`src/mrfc_pkg.sv`:
```
package mrfc_pkg;

  localparam int LEN_W       = 3;
  localparam int KIND_W      = 3;
  localparam int CFG_INDEX_W = 2;
  localparam int CFG_DATA_W  = 8;

  localparam logic [KIND_W-1:0] KIND_IDLE       = 3'd0;
  localparam logic [KIND_W-1:0] KIND_COUNT_DONE = 3'd1;
  localparam logic [KIND_W-1:0] KIND_CHIP       = 3'd2;
  localparam logic [KIND_W-1:0] KIND_FREQ       = 3'd3;
  localparam logic [KIND_W-1:0] KIND_CMD        = 3'd4;
  localparam logic [KIND_W-1:0] KIND_NONCE      = 3'd5;
  localparam logic [KIND_W-1:0] KIND_DUP        = 3'd6;
  localparam logic [KIND_W-1:0] KIND_IGNORED    = 3'd7;

  localparam logic [1:0] MODE_COUNT  = 2'd0;
  localparam logic [1:0] MODE_MINING = 2'd1;

  localparam logic [CFG_INDEX_W-1:0] CFG_MODE      = 2'd0;
  localparam logic [CFG_INDEX_W-1:0] CFG_JOB_LIMIT = 2'd1;

  localparam logic [1:0]  MODE_RESET      = 2'd0;
  localparam logic [7:0]  JOB_LIMIT_RESET = 8'd31;

  localparam logic [4:0]  CRC_INIT   = 5'h1F;
  localparam logic [7:0]  CRC_MAX    = 8'h1F;
  localparam logic [7:0]  FREQ_REG   = 8'h80;
  localparam logic [7:0]  CHIP_REPLY = 8'h13;
  localparam logic [7:0]  JOB_XOR    = 8'h80;
  localparam logic [31:0] NONCE_ONES = 32'hFFFF_FFFF;
  localparam logic [7:0]  COUNT_MAX  = 8'hFF;

  typedef enum logic [1:0] {
    PHASE_IDLE = 2'd0,
    PHASE_SEEN = 2'd1,
    PHASE_DONE = 2'd2
  } phase_t;

  typedef enum logic [2:0] {
    ST_IDLE   = 3'b001,
    ST_SHIFT  = 3'b010,
    ST_FINISH = 3'b100
  } state_t;

endpackage

```
`src/miner_response_frame_classifier_core.sv`:
```
// Reply frame classifier for a hashing-chip serial link.
// Input channel: item_valid / item_stall carries one received frame (first
// byte in the top bits) and frame_length (0 is a read timeout, lengths above
// FRAME_BYTES count as FRAME_BYTES). A beat is taken when valid is high and
// stall is low; item_stall stays high while a frame is being worked on.
// Output channel: result_valid / result_stall carries one result per frame:
// kind, crc_ok, nonce_value, job_number, chip_total and first_duplicate.
// The CRC5 is computed one bit per cycle over 8*len-5 bits, so a frame of
// len bytes takes 8*len-4 cycles from its beat to its result (1 for a
// timeout), and the next frame may be taken the cycle after that.
// The result sits in an output register; a new frame is accepted while a
// result waits, but its result is held back until the waiting one is taken.
// Config: cfg_valid / cfg_ready writes mode (index 0) or job_limit (index 1),
// always ready; write only while no frame is in flight.
// Reset (rst, synchronous) empties the output, sets mode 0 and job_limit 31,
// and clears the chip count, counting phase, previous nonce and duplicate run.
module miner_response_frame_classifier_core #(
  parameter int FRAME_BYTES = 5
) (
  input  logic                                clk,
  input  logic                                rst,
  input  logic                                item_valid,
  output logic                                item_stall,
  input  logic [8*FRAME_BYTES-1:0]            frame,
  input  logic [mrfc_pkg::LEN_W-1:0]          frame_length,
  output logic                                result_valid,
  input  logic                                result_stall,
  output logic [mrfc_pkg::KIND_W-1:0]         kind,
  output logic                                crc_ok,
  output logic [31:0]                         nonce_value,
  output logic [7:0]                          job_number,
  output logic [7:0]                          chip_total,
  output logic                                first_duplicate,
  input  logic                                cfg_valid,
  output logic                                cfg_ready,
  input  logic [mrfc_pkg::CFG_INDEX_W-1:0]    cfg_index,
  input  logic [mrfc_pkg::CFG_DATA_W-1:0]     cfg_data
);

  localparam int FW = 8 * FRAME_BYTES;
  localparam int CNT_W = $clog2(FW);
  localparam logic [3:0] FB_LEN = 4'(FRAME_BYTES);

  mrfc_pkg::state_t state;
  mrfc_pkg::phase_t count_phase, phase_next;

  logic [1:0]       mode;
  logic [7:0]       job_limit;
  logic [7:0]       chip_count, chip_next;
  logic [31:0]      prev_nonce, prev_next;
  logic [7:0]       duplicate_run, dup_next;

  logic [FW-1:0]    data;
  logic [FW-1:0]    shreg;
  logic [3:0]       len;
  logic [CNT_W-1:0] cnt;
  logic [4:0]       crc;
  logic [4:0]       crc_step;

  logic [3:0]       len_sat;
  logic [FW-1:0]    frame_masked;
  logic [6:0]       nbits_full;
  logic             item_accept;
  logic             result_load;

  logic [63:0]      wide;
  logic [7:0]       bval [8];
  logic [2:0]       last_idx;
  logic [7:0]       last_byte;
  logic [31:0]      nonce;
  logic [7:0]       job;

  logic [mrfc_pkg::KIND_W-1:0] kind_c;
  logic             ok_c;
  logic [31:0]      nonce_c;
  logic [7:0]       job_c;
  logic             first_c;

  assign item_stall  = (state != mrfc_pkg::ST_IDLE);
  assign item_accept = item_valid && !item_stall;
  assign cfg_ready   = 1'b1;
  assign result_load = (state == mrfc_pkg::ST_FINISH) && (!result_valid || !result_stall);

  assign len_sat = ({1'b0, frame_length} > FB_LEN) ? FB_LEN : {1'b0, frame_length};
  assign nbits_full = {len_sat, 3'b000} - 7'd5;

  // zero the bytes past the frame length
  always_comb begin
    frame_masked = '0;
    for (int i = 0; i < FRAME_BYTES; i++) begin
      if (4'(i) < len_sat) begin
        frame_masked[FW-8-8*i +: 8] = frame[FW-8-8*i +: 8];
      end
    end
  end

  // x^5+x^2+1, msb first
  always_comb begin
    logic n0;
    n0 = crc[4] ^ shreg[FW-1];
    crc_step = {crc[3], crc[2], crc[1] ^ n0, crc[0], n0};
  end

  assign wide = 64'(data) << (64 - FW);

  always_comb begin
    for (int i = 0; i < 8; i++) begin
      bval[i] = wide[63-8*i -: 8];
    end
  end

  assign last_idx  = 3'(len - 4'd1);
  assign last_byte = bval[last_idx];
  assign nonce     = {bval[0], bval[1], bval[2], bval[3]};
  assign job       = bval[4] ^ mrfc_pkg::JOB_XOR;

  always_comb begin
    kind_c     = mrfc_pkg::KIND_IDLE;
    ok_c       = 1'b0;
    nonce_c    = '0;
    job_c      = '0;
    first_c    = 1'b0;
    chip_next  = chip_count;
    phase_next = count_phase;
    prev_next  = prev_nonce;
    dup_next   = duplicate_run;
    if (len == 4'd0) begin
      if (mode == mrfc_pkg::MODE_COUNT && count_phase == mrfc_pkg::PHASE_SEEN) begin
        phase_next = mrfc_pkg::PHASE_DONE;
        kind_c     = mrfc_pkg::KIND_COUNT_DONE;
      end
    end else begin
      ok_c = (last_byte <= mrfc_pkg::CRC_MAX) && ({3'b000, crc} == last_byte);
      if (ok_c) begin
        if (bval[0] == mrfc_pkg::FREQ_REG) begin
          kind_c = mrfc_pkg::KIND_FREQ;
        end else if (mode == mrfc_pkg::MODE_COUNT && count_phase != mrfc_pkg::PHASE_DONE
                     && bval[0] == mrfc_pkg::CHIP_REPLY) begin
          if (chip_count != mrfc_pkg::COUNT_MAX) begin
            chip_next = chip_count + 8'd1;
          end
          phase_next = mrfc_pkg::PHASE_SEEN;
          kind_c     = mrfc_pkg::KIND_CHIP;
        end else begin
          kind_c = mrfc_pkg::KIND_CMD;
        end
      end else if (mode == mrfc_pkg::MODE_MINING) begin
        if (nonce == '0 || nonce == mrfc_pkg::NONCE_ONES || job >= job_limit) begin
          kind_c = mrfc_pkg::KIND_IGNORED;
        end else if (nonce == prev_nonce) begin
          if (duplicate_run != mrfc_pkg::COUNT_MAX) begin
            dup_next = duplicate_run + 8'd1;
          end
          first_c = (dup_next == 8'd1);
          kind_c  = mrfc_pkg::KIND_DUP;
          nonce_c = nonce;
          job_c   = job;
        end else begin
          dup_next  = '0;
          prev_next = nonce;
          kind_c    = mrfc_pkg::KIND_NONCE;
          nonce_c   = nonce;
          job_c     = job;
        end
      end else begin
        kind_c = mrfc_pkg::KIND_IGNORED;
      end
    end
  end

  // sequencer and bit-serial crc
  always_ff @(posedge clk) begin
    if (rst) begin
      state <= mrfc_pkg::ST_IDLE;
    end else begin
      case (state)
        mrfc_pkg::ST_IDLE: begin
          if (item_accept) begin
            state <= (len_sat == 4'd0) ? mrfc_pkg::ST_FINISH : mrfc_pkg::ST_SHIFT;
          end
        end
        mrfc_pkg::ST_SHIFT: begin
          if (cnt == CNT_W'(1)) begin
            state <= mrfc_pkg::ST_FINISH;
          end
        end
        mrfc_pkg::ST_FINISH: begin
          if (result_load) begin
            state <= mrfc_pkg::ST_IDLE;
          end
        end
        default: state <= mrfc_pkg::ST_IDLE;
      endcase
    end
  end

  always_ff @(posedge clk) begin
    if (item_accept) begin
      data  <= frame_masked;
      shreg <= frame_masked;
      len   <= len_sat;
      crc   <= mrfc_pkg::CRC_INIT;
      cnt   <= CNT_W'(nbits_full);
    end else if (state == mrfc_pkg::ST_SHIFT) begin
      crc   <= crc_step;
      shreg <= shreg << 1;
      cnt   <= cnt - CNT_W'(1);
    end
  end

  // classifier state and config
  always_ff @(posedge clk) begin
    if (rst) begin
      mode          <= mrfc_pkg::MODE_RESET;
      job_limit     <= mrfc_pkg::JOB_LIMIT_RESET;
      chip_count    <= '0;
      count_phase   <= mrfc_pkg::PHASE_IDLE;
      prev_nonce    <= '0;
      duplicate_run <= '0;
    end else begin
      if (cfg_valid && cfg_ready) begin
        case (cfg_index)
          mrfc_pkg::CFG_MODE:      mode <= cfg_data[1:0];
          mrfc_pkg::CFG_JOB_LIMIT: job_limit <= cfg_data;
          default: ;
        endcase
      end
      if (result_load) begin
        chip_count    <= chip_next;
        count_phase   <= phase_next;
        prev_nonce    <= prev_next;
        duplicate_run <= dup_next;
      end
    end
  end

  // output register
  always_ff @(posedge clk) begin
    if (rst) begin
      result_valid <= 1'b0;
    end else if (result_load) begin
      result_valid <= 1'b1;
    end else if (!result_stall) begin
      result_valid <= 1'b0;
    end
  end

  always_ff @(posedge clk) begin
    if (result_load) begin
      kind            <= kind_c;
      crc_ok          <= ok_c;
      nonce_value     <= nonce_c;
      job_number      <= job_c;
      chip_total      <= chip_next;
      first_duplicate <= first_c;
    end
  end

endmodule

```
`config.mk`:
```
export PLATFORM = sky130hd
export DESIGN_NAME = miner_response_frame_classifier_core
export DESIGN_NICKNAME = d
export VERILOG_FILES = /design/src/mrfc_pkg.sv /design/src/miner_response_frame_classifier_core.sv
export SDC_FILE = /design/constraint.sdc
export NUM_CORES = 1
export LEC_CHECK = 0
export BUFFER_PORTS_ARGS = -buffer_cell sky130_fd_sc_hd__buf_2
export CAP_MARGIN = 15
export CORE_MARGIN = 3
export CORE_UTILIZATION = 30
export DETAILED_ROUTE_END_ITERATION = 8
export GPL_TIMING_DRIVEN = 1
export PLACE_DENSITY = 0.45
export SYNTH_ARGS = -nofsm -noshare
export SYNTH_HDL_FRONTEND = slang
export SYNTH_SLANG_ARGS = --single-unit
```
`constraint.sdc`:
```
create_clock -name clk -period 6.5 [get_ports clk]
set_input_delay 0.65 -clock clk [delete_from_list [all_inputs] [get_ports clk]]
set_output_delay 0.65 -clock clk [all_outputs]
set_load 0.01 [all_outputs]
```
==> results of run 1 <==
## cells by family (layout without fill, tap and decap cells)
logic type	after synthesis	count (layout)	share of synthesized area [%]
AOI/OAI and AO/OA	75	75	5.28
xor gates and xnor gates	51	51	4.62
adders and majority gates	15	15	1.91
buffers and inverters	59	185	3.04
DFF	211	211	57.4
muxes	83	83	8.92
other	1	1	0.0381
and+or+nand+nor	334	334	18.8
## synth_stat cells, types with 15 or more instances
cell type,n,area share [%]
edfxtp_1,142,43
and2_1,78,5.0
dfxtp_1,69,14
nor2_1,60,2.3
nand2_1,55,2.1
mux2i_1,49,5.0
xor2_1,39,3.5
mux2_2,32,3.7
nor3_1,25,1.3
a21oi_1,21,1.1
inv_1,21,0.80
nor4_1,19,1.2
clkbuf_1,17,0.65
nand3_1,16,0.81
ha_1,15,1.9
## worst reg2reg max path, delay by kind of cell (launching register included)
kind / cells / cell delay (ps)
AOI/OAI and AO/OA: 2 / 590
xor gates and xnor gates: 1 / 540
adders and majority gates: 1 / 300
buffers and inverters: 2 / 520
DFF: 1 / 750
and+or+nand+nor: 5 / 1750
## final timing paths
check | to | cells past startpoint | from
max | duplicate_run[2]$_SDFFE_PP0P_ | 11 | len[0]$_DFFE_PP_
min | job_limit[2]$_SDFFE_PP1P_ | 2 | cfg_data[2]
max reg2reg | duplicate_run[2]$_SDFFE_PP0P_ | 11 | len[0]$_DFFE_PP_
min reg2reg | job_limit[7]$_SDFFE_PP0P_ | 2 | job_limit[7]$_SDFFE_PP0P_
## power by group
group	internal, mW	total [mW]	leakage, nW	switching [mW]
clock network	0.707	1.24	0.338	0.535
logic	0.111	0.259	2.04	0.148
registers	1.52	1.60	1.81	0.0709
## metrics by stage
stage / setup WS [ps] / power [mW] / std cells / instance area [sq um]
2_1_floorplan: 1200 / 1.78 / 829 / 9830
3_3_place_gp: 2080 / 1.89 / 1348 / 10800
3_5_place_dp: 1980 / 1.89 / 1348 / 10800
4_1_cts: 1940 / 3.15 / 1390 / 11500
5_1_grt: 1550 / 3.23 / 1390 / 11500
6_report: 2000 / 3.10 / 1390 / 11500
## per-layer routing
metal,wire length (um),part of all wire [%]
met1,11600,49
met2,10800,45
met3,1000,4.2
met4,511,2.1
met5,0,0
## state kept, by name, summed over array words and instances, names as in the netlist, 6 cells and up
signal and flops:
job_number 8, duplicate_run 8, nonce_value 32, prev_nonce 32, cnt 6, shreg 40
job_limit 8, chip_count 8, data 40, chip_total 8
## cell type report
class	instances	area share, %
clock buffer	30	5.32
clock inverter	12	0.859
inverter	24	0.783
multi-input combinational	559	33.9
sequential	211	49.1
tap	435	4.73
timing repair buffer	119	5.33
==> results.sh, run 1 <==
export IMPL_antenna_found_initial=0
export IMPL_post_cts_setup_buffers=0
export IMPL_irDropWorstVdd_mv=0.144
export IMPL_first_iter_violations=365
export IMPL_cpMaxStageDelayCell="edfxtp_1"
export IMPL_final_common_cell="edfxtp_1"
export IMPL_coreArea_sq_um=32000
export IMPL_grt_max_degree=59
export IMPL_htree_levels=1
export IMPL_fmax_ghz=0.222
export IMPL_grt_pass1_wl_um=37400
export IMPL_yosysSeqAreaShare_pct=57.4
export IMPL_row_count=65
export IMPL_seqCellArea_sq_um=5650
export IMPL_worst_pin_slew_ps=996
export IMPL_syn_nets=902
export IMPL_fin_skew_ps=17.0
export IMPL_hold_ws_ps=332
export IMPL_nFillCells=3193
export IMPL_synth_area_sq_um=9830
export IMPL_die_h_um=187
export IMPL_crit_path_end_kind="flop"
export IMPL_final_setup_tns_ps=0
export IMPL_power_density_nw_per_um2=269
export IMPL_hpwl_um=17000
export IMPL_fin_crit_ps=4500
export IMPL_drc=0
export IMPL_insertedDiodeCount=0
export IMPL_crit_arrival_ps=4960
export IMPL_die_x_um=187
export IMPL_grtUsageMet3_pct=2.29
export IMPL_slowest_delay_ps=750
export IMPL_syn2layout_area_growth_pct=17.0
export IMPL_multi_input_area_sq_um=3910
export IMPL_maxSlewViolCount=0
export IMPL_cts_tree="built"
export IMPL_yosysWarnings=0
export IMPL_fin_crit_sh_pct=69.3
export IMPL_grtUsageMet2_pct=21.1
export IMPL_required_ps=6960
export IMPL_setup_viol_count_final=0
export IMPL_wl_um=23900
export IMPL_critPathMaxFanout=33
export IMPL_start_kind="flop"
export IMPL_first_global_vias=6378
export IMPL_synth_edff_count=142
export IMPL_cts_resized=0
export IMPL_outcome="completed"
export IMPL_vias=6428
export IMPL_dr_pass1_iters=5
export IMPL_dieArea_sq_um=35000
export IMPL_worst_setup_path_type="reg -> reg"
export IMPL_synth_seq_cells=211
export IMPL_finalHoldViolCount=0
export IMPL_synth_flop_cell="edfxtp_1"
export IMPL_hold_path_class="in -> reg"
export IMPL_syn_inst=829
export IMPL_crit_buf_inv=2
export IMPL_synth_cell_types=71
export IMPL_ctsHoldBuffers=0
export IMPL_use_met1_pct=19.0
export IMPL_routedWlPerCell_um=17.2
export IMPL_drtAntennaViolNets=0
export IMPL_root_buffer="clkbuf_16"
export IMPL_numCtsBuffers=23
export IMPL_slew_headroom_pct=33.3
export IMPL_power_leakage_nw=4.18
export IMPL_clk_latency_ps=530
export IMPL_boundaryPins=114
export IMPL_avgSynthCellArea_sq_um=11.9
export IMPL_port_buffers=112
export IMPL_grt_setup_unrepaired="no"
export IMPL_vias_per_cell=4.62
export IMPL_nNetsFinal=1011
export IMPL_overflow=0
export IMPL_place_gp_congestion=0.746
export IMPL_ys_async_sr_fraction_pct=0
export IMPL_grt_busiest_layer="met2"
export IMPL_final_core_util_pct=36.0
export IMPL_most_common_layout_cells="edfxtp_1, buf_2, and2_1"
export IMPL_clk_path_buf_depth=3
export IMPL_clock_sinks=211
export IMPL_clk_pin_slew_ps=60
export IMPL_cpLargestDelayFamily="simple AND/OR/NAND/NOR gates"
export IMPL_cap_violations=0
export IMPL_r2r_slack_ps=2000
export IMPL_grtUsageTotal_pct=13.4
export IMPL_drive_above_1_share_pct=21.5
export IMPL_start_util_pct=30.8
export IMPL_cp_cell_sequence="inv_2 > ha_1 > xor2_2 > nor3_1 > or4_1 > a222oi_1 > and4b_2 > nor4_4 > buf_4 > or2_0 > o21ba_1"
Note: power is estimated with default switching activity, not from simulation.
==> inputs of run 2 (changes only) <==
==> constraint.sdc (replaced) <==
create_clock -name clk -period 4.28 [get_ports clk]
set_input_delay 0.428 -clock clk [delete_from_list [all_inputs] [get_ports clk]]
set_output_delay 0.428 -clock clk [all_outputs]
set_load 0.01 [all_outputs]
==> results.sh, run 2 (synthesis results as in run 1) <==
export IMPL_outcome="completed"
export IMPL_required_ps=4550
export IMPL_clk_path_buf_depth=3
export IMPL_cap_violations=0
export IMPL_crit_path_end_kind="flop"
export IMPL_whs_endpoint="job_limit[4]$_SDFFE_PP1P_"
export IMPL_insertedDiodeCount=0
export IMPL_worst_setup_path_type="reg -> reg"
export IMPL_overflow=0
export IMPL_nNetsFinal=1014
export IMPL_syn2layout_area_growth_pct=17.9
export IMPL_p_sw_share_pct=23.7
export IMPL_slew_headroom_pct=44.6
export IMPL_clockPowerShare_pct=41.4
export IMPL_setup_viol_count_final=0
export IMPL_r2r_slack_ps=470
export IMPL_final_setup_tns_ps=0
export IMPL_routedWlPerCell_um=17.1
export IMPL_die_h_um=187
export IMPL_clock_sinks=211
export IMPL_reg_top3="data (40), shreg (40)"
export IMPL_root_buffer="clkbuf_16"
export IMPL_boundaryPins=114
export IMPL_reg2reg_to="nonce_value[4]$_SDFFCE_PP0P_"
export IMPL_first_iter_violations=390
export IMPL_start_kind="flop"
export IMPL_first_global_vias=6413
export IMPL_row_count=65
export IMPL_coreArea_sq_um=32000
export IMPL_grt_pass1_wl_um=37800
export IMPL_fin_crit_sh_pct=89.1
export IMPL_p_seq_share_pct=50.2
export IMPL_drive_above_1_share_pct=21.8
export IMPL_drtAntennaViolNets=0
export IMPL_hold_ws_ps=114
export IMPL_hold_path_class="in -> reg"
export IMPL_die_x_um=187
export IMPL_htree_levels=1
export IMPL_final_common_cell="edfxtp_1"
export IMPL_vias=6393
export IMPL_cts_tree="built"
export IMPL_drc=0
export IMPL_power_frac_comb_pct=8.4
export IMPL_port_buffers=112
export IMPL_irDropWorstVdd_mv=0.239
export IMPL_numCtsBuffers=25
export IMPL_switchingPower_mw=1.14
export IMPL_place_gp_congestion=0.795
export IMPL_crit_arrival_ps=4090
export IMPL_finalHoldViolCount=0
export IMPL_grt_max_degree=86
export IMPL_internal_power_mw=3.68
export IMPL_start_util_pct=30.8
export IMPL_grt_setup_unrepaired="no"
export IMPL_grtUsageTotal_pct=13.5
export IMPL_clk_pin_slew_ps=60
export IMPL_hpwl_um=16900
export IMPL_clk_latency_ps=520
export IMPL_fin_crit_ps=3810
export IMPL_fmax_ghz=0.262
export IMPL_vias_per_cell=4.58
export IMPL_fin_skew_ps=12.3
export IMPL_worst_pin_slew_ps=829
export IMPL_power_density_nw_per_um2=416
export IMPL_maxSlewViolCount=0
export IMPL_antenna_found_initial=0
export IMPL_reg2regPathDepth=11
export IMPL_cts_resized=0
export IMPL_critPathMaxFanout=32
export IMPL_min_from="cfg_data[4]"
export IMPL_power_leakage_nw=4.23
export IMPL_ctsHoldBuffers=0
export IMPL_cp_startpoint="len[0]$_DFFE_PP_"
export IMPL_wl_um=23900
export IMPL_dr_pass1_iters=5
export IMPL_worstHoldPathCells=2
export IMPL_dieArea_sq_um=35000
export IMPL_reg2reg_from="len[0]$_DFFE_PP_"
export IMPL_post_cts_setup_buffers=0
export IMPL_most_common_layout_cells="edfxtp_1, buf_2, and2_1"
==> run 2: changes by cell type in the layout (fill, tap and decap cells not counted), sizes merged <==
cell / before / now
clkbuf: 30 / 37
clkinvlp: 3 / 0
buf: 119 / 120
==> run 2: worst max path at each step <==
stage	end	depth (start not counted)	slack, ps
detailed placement	nonce_value[29]$_SDFFCE_PP0P_	11	450
global route	nonce_value[29]$_SDFFCE_PP0P_	11	200
global placement	nonce_value[16]$_SDFFCE_PP0P_	11	540
floorplan	prev_nonce[27]$_SDFFE_PP0P_	8	430
CTS	nonce_value[31]$_SDFFCE_PP0P_	11	450
finish	nonce_value[4]$_SDFFCE_PP0P_	11	470
==> run 2: power groups by stage <==
| stage | logic, mW | clock network (mW) | registers, mW |
|---|---|---|---|
| after floorplan | 0.294 | 0 | 2.41 |
| after global placement | 0.409 | 0 | 2.46 |
| after detailed placement | 0.412 | 0 | 2.46 |
| after CTS | 0.413 | 2.06 | 2.42 |
| after global routing | 0.456 | 2.14 | 2.43 |
| final | 0.406 | 2.00 | 2.42 |
==> run 2: worst max-delay path: stages (launching register included) <==
cell and delay, ps:
edfxtp_1 400, inv_2 140, ha_1 240, xor2_2 510
nor3_1 140, or4_1 510, a222oi_1 300, and4b_2 550
or2_2 240, nor2_2 70, buf_4 240, and2_1 200
==> run 2: layout make-up <==
type / count / area, sq um
fillers: 3176 / 20400
flip-flops and latches: 211 / 5650
multi-input cells: 559 / 3910
clock buffers: 37 / 701
repair buffers: 120 / 633
well taps: 435 / 544
inverters: 24 / 90.1
clock inverters: 9 / 70.1
==> run 2: layer usage <==
metal / wire length [um] / global-route usage, % / vias up / share of wire (%)
li1: - / - / 3223 / -
met1: 11800 / 19.7 / 3010 / 49
met2: 10700 / 21.1 / 132 / 45
met3: 1030 / 2.21 / 28 / 4.3
met4: 387 / 3.20 / 0 / 1.6
met5: 0 / 0 / - / 0
==> run 2: through the flow <==
step                      setup slack (ps)  std cells  total power [mW]  utilization [%]  cell area (sq um)
after detailed placement               455       1349              2.87             33.8              10800
after floorplan                        433        829              2.71                -               9840
after global routing                   196       1395              5.03             36.3              11600
final                                  467       1395              4.82             36.3              11600
after global placement                 536       1349              2.87             33.8              10800
after CTS                              447       1395              4.90             36.3              11600
==> inputs of run 3 (changes only) <==
--- a/config.mk
+++ b/config.mk
@@ -9,8 +9,10 @@
 export CAP_MARGIN = 15
 export CORE_MARGIN = 3
 export CORE_UTILIZATION = 30
+export CTS_BUF_LIST = sky130_fd_sc_hd__clkbuf_2 sky130_fd_sc_hd__clkbuf_4 sky130_fd_sc_hd__clkbuf_8
 export DETAILED_ROUTE_END_ITERATION = 8
 export GPL_TIMING_DRIVEN = 1
+export HOLD_SLACK_MARGIN = 0.15
 export PLACE_DENSITY = 0.45
 export SYNTH_ARGS = -nofsm -noshare
 export SYNTH_HDL_FRONTEND = slang
==> results.sh, run 3 (synthesis results as in run 1) <==
export IMPL_grtUsageTotal_pct=13.8
export IMPL_most_common_layout_cells="edfxtp_1, buf_2, and2_1"
export IMPL_slew_headroom_pct=44.1
export IMPL_cts_resized=0
export IMPL_min_from="frame[28]"
export IMPL_hpwl_um=16900
export IMPL_ctsHoldBuffers=11
export IMPL_nNetsFinal=1039
export IMPL_start_util_pct=30.8
export IMPL_drtAntennaViolNets=0
export IMPL_worst_slack_ps=463
export IMPL_syn2layout_area_growth_pct=19.3
export IMPL_vias=6554
export IMPL_cap_violations=0
export IMPL_nFillCells=3177
export IMPL_fin_crit_ps=3820
export IMPL_clock_sinks=211
export IMPL_wl_um=24200
export IMPL_r2r_slack_ps=460
export IMPL_worstHoldPathCells=2
export IMPL_whs_endpoint="data[28]$_DFFE_PP_"
export IMPL_fin_skew_ps=32.1
export IMPL_root_buffer="clkbuf_8"
export IMPL_post_place_ws_ps=455
export IMPL_dr_pass1_iters=5
export IMPL_htree_levels=2
export IMPL_boundaryPins=114
export IMPL_maxSlewViolCount=0
export IMPL_multi_input_area_sq_um=3910
export IMPL_irDropWorstVdd_mv=0.199
export IMPL_die_x_um=187
export IMPL_worst_setup_path_type="reg -> reg"
export IMPL_numCtsBuffers=39
export IMPL_power_leakage_nw=4.33
export IMPL_dieArea_sq_um=35000
export IMPL_final_core_util_pct=36.7
export IMPL_clk_pin_slew_ps=60
export IMPL_insertedDiodeCount=0
export IMPL_overflow=0
export IMPL_outcome="completed"
export IMPL_first_iter_violations=389
export IMPL_required_ps=4560
export IMPL_fin_crit_sh_pct=89.2
export IMPL_routedWlPerCell_um=16.9
export IMPL_finalHoldViolCount=0
export IMPL_place_gp_congestion=0.795
export IMPL_power_density_nw_per_um2=407
export IMPL_post_cts_setup_buffers=0
export IMPL_reg2reg_to="nonce_value[23]$_SDFFCE_PP0P_"
export IMPL_reg2reg_from="len[0]$_DFFE_PP_"
export IMPL_coreArea_sq_um=32000
export IMPL_antenna_found_initial=0
export IMPL_critPathMaxFanout=32
export IMPL_vias_per_cell=4.58
export IMPL_dp_cells=1349
export IMPL_drive_above_1_share_pct=24.1
export IMPL_final_cells=1431
export IMPL_cts_tree="built"
export IMPL_clk_latency_ps=550
export IMPL_final_common_cell="edfxtp_1"
export IMPL_grt_setup_unrepaired="no"
export IMPL_grt_max_degree=86
export IMPL_crit_arrival_ps=4090
export IMPL_reg_top3="data (40), shreg (40)"
export IMPL_first_global_vias=6589
export IMPL_setup_viol_count_final=0
export IMPL_fmax_ghz=0.262
export IMPL_drc=0
export IMPL_reg2regPathDepth=11
export IMPL_seqCellArea_sq_um=5650
export IMPL_die_h_um=187
export IMPL_clk_path_buf_depth=3
export IMPL_final_setup_tns_ps=0
export IMPL_hold_path_class="in -> reg"
export IMPL_hold_ws_ps=193
export IMPL_worst_pin_slew_ps=837
export IMPL_port_buffers=112
export IMPL_crit_path_end_kind="flop"
export IMPL_row_count=65
export IMPL_grt_pass1_wl_um=38200
export IMPL_start_kind="flop"
-- run 3: cell types whose count changed in the layout (fill, tap and decap cells not counted), sizes merged --
cell         before  now
clkbuf           37   59
dlygate4sd3       0   11
bufinv            1    0
clkinv            8   12
-- run 3: routing by layer --
layer  global-route usage [%]  part of all wire (%)  vias up
li1                         -                     -     3281
met1                     19.6                    49     3084
met2                     21.4                    45      151
met3                     2.77                   4.7       38
met4                     3.90                   1.8        0
met5                        0                     0        -
-- run 3: layout make-up --
| cell class | instances | share of cell area, % |
|---|---|---|
| well taps | 435 | 4.64 |
| repair buffers | 131 | 6.34 |
| clock inverters | 12 | 0.725 |
| flip-flops and latches | 211 | 48.1 |
| clock buffers | 59 | 6.12 |
| multi-input cells | 559 | 33.3 |
| inverters | 24 | 0.768 |
-- run 3: how the worst max path moves through the flow --
stage,start,to,slack [ps],depth (start not counted)
final,len[0]$_DFFE_PP_,nonce_value[23]$_SDFFCE_PP0P_,460,11
after global routing,len[0]$_DFFE_PP_,nonce_value[29]$_SDFFCE_PP0P_,200,11
after CTS,len[0]$_DFFE_PP_,nonce_value[29]$_SDFFCE_PP0P_,460,11
after detailed placement,len[0]$_DFFE_PP_,nonce_value[29]$_SDFFCE_PP0P_,450,11
after global placement,len[0]$_DFFE_PP_,nonce_value[16]$_SDFFCE_PP0P_,540,11
after floorplan,state[1]$_SDFFE_PP0P_,prev_nonce[27]$_SDFFE_PP0P_,430,8
-- run 3: metrics by stage --
stage                     instance area, sq um  total power [mW]
after CTS                                11700              4.86
final                                    11700              4.77
after global placement                   10800              2.87
after detailed placement                 10800              2.87
after global routing                     11700              5.00
after floorplan                           9840              2.71
-- run 3: critical path, cell delays in order (launching register included) --
cell and delay [ps]:
edfxtp_1 400, inv_2 140, ha_1 240, xor2_2 520, nor3_1 140, or4_1 520, a222oi_1 300, and4b_2 550
or2_2 240, nor2_2 70, buf_4 240, and2_1 200
-- run 3: power by group --
| part | switching, mW | internal (mW) |
|---|---|---|
| Clock | 0.854 | 1.09 |
| Sequential | 0.103 | 2.32 |
| Combinational | 0.235 | 0.178 |
| Total | 1.19 | 3.58 |
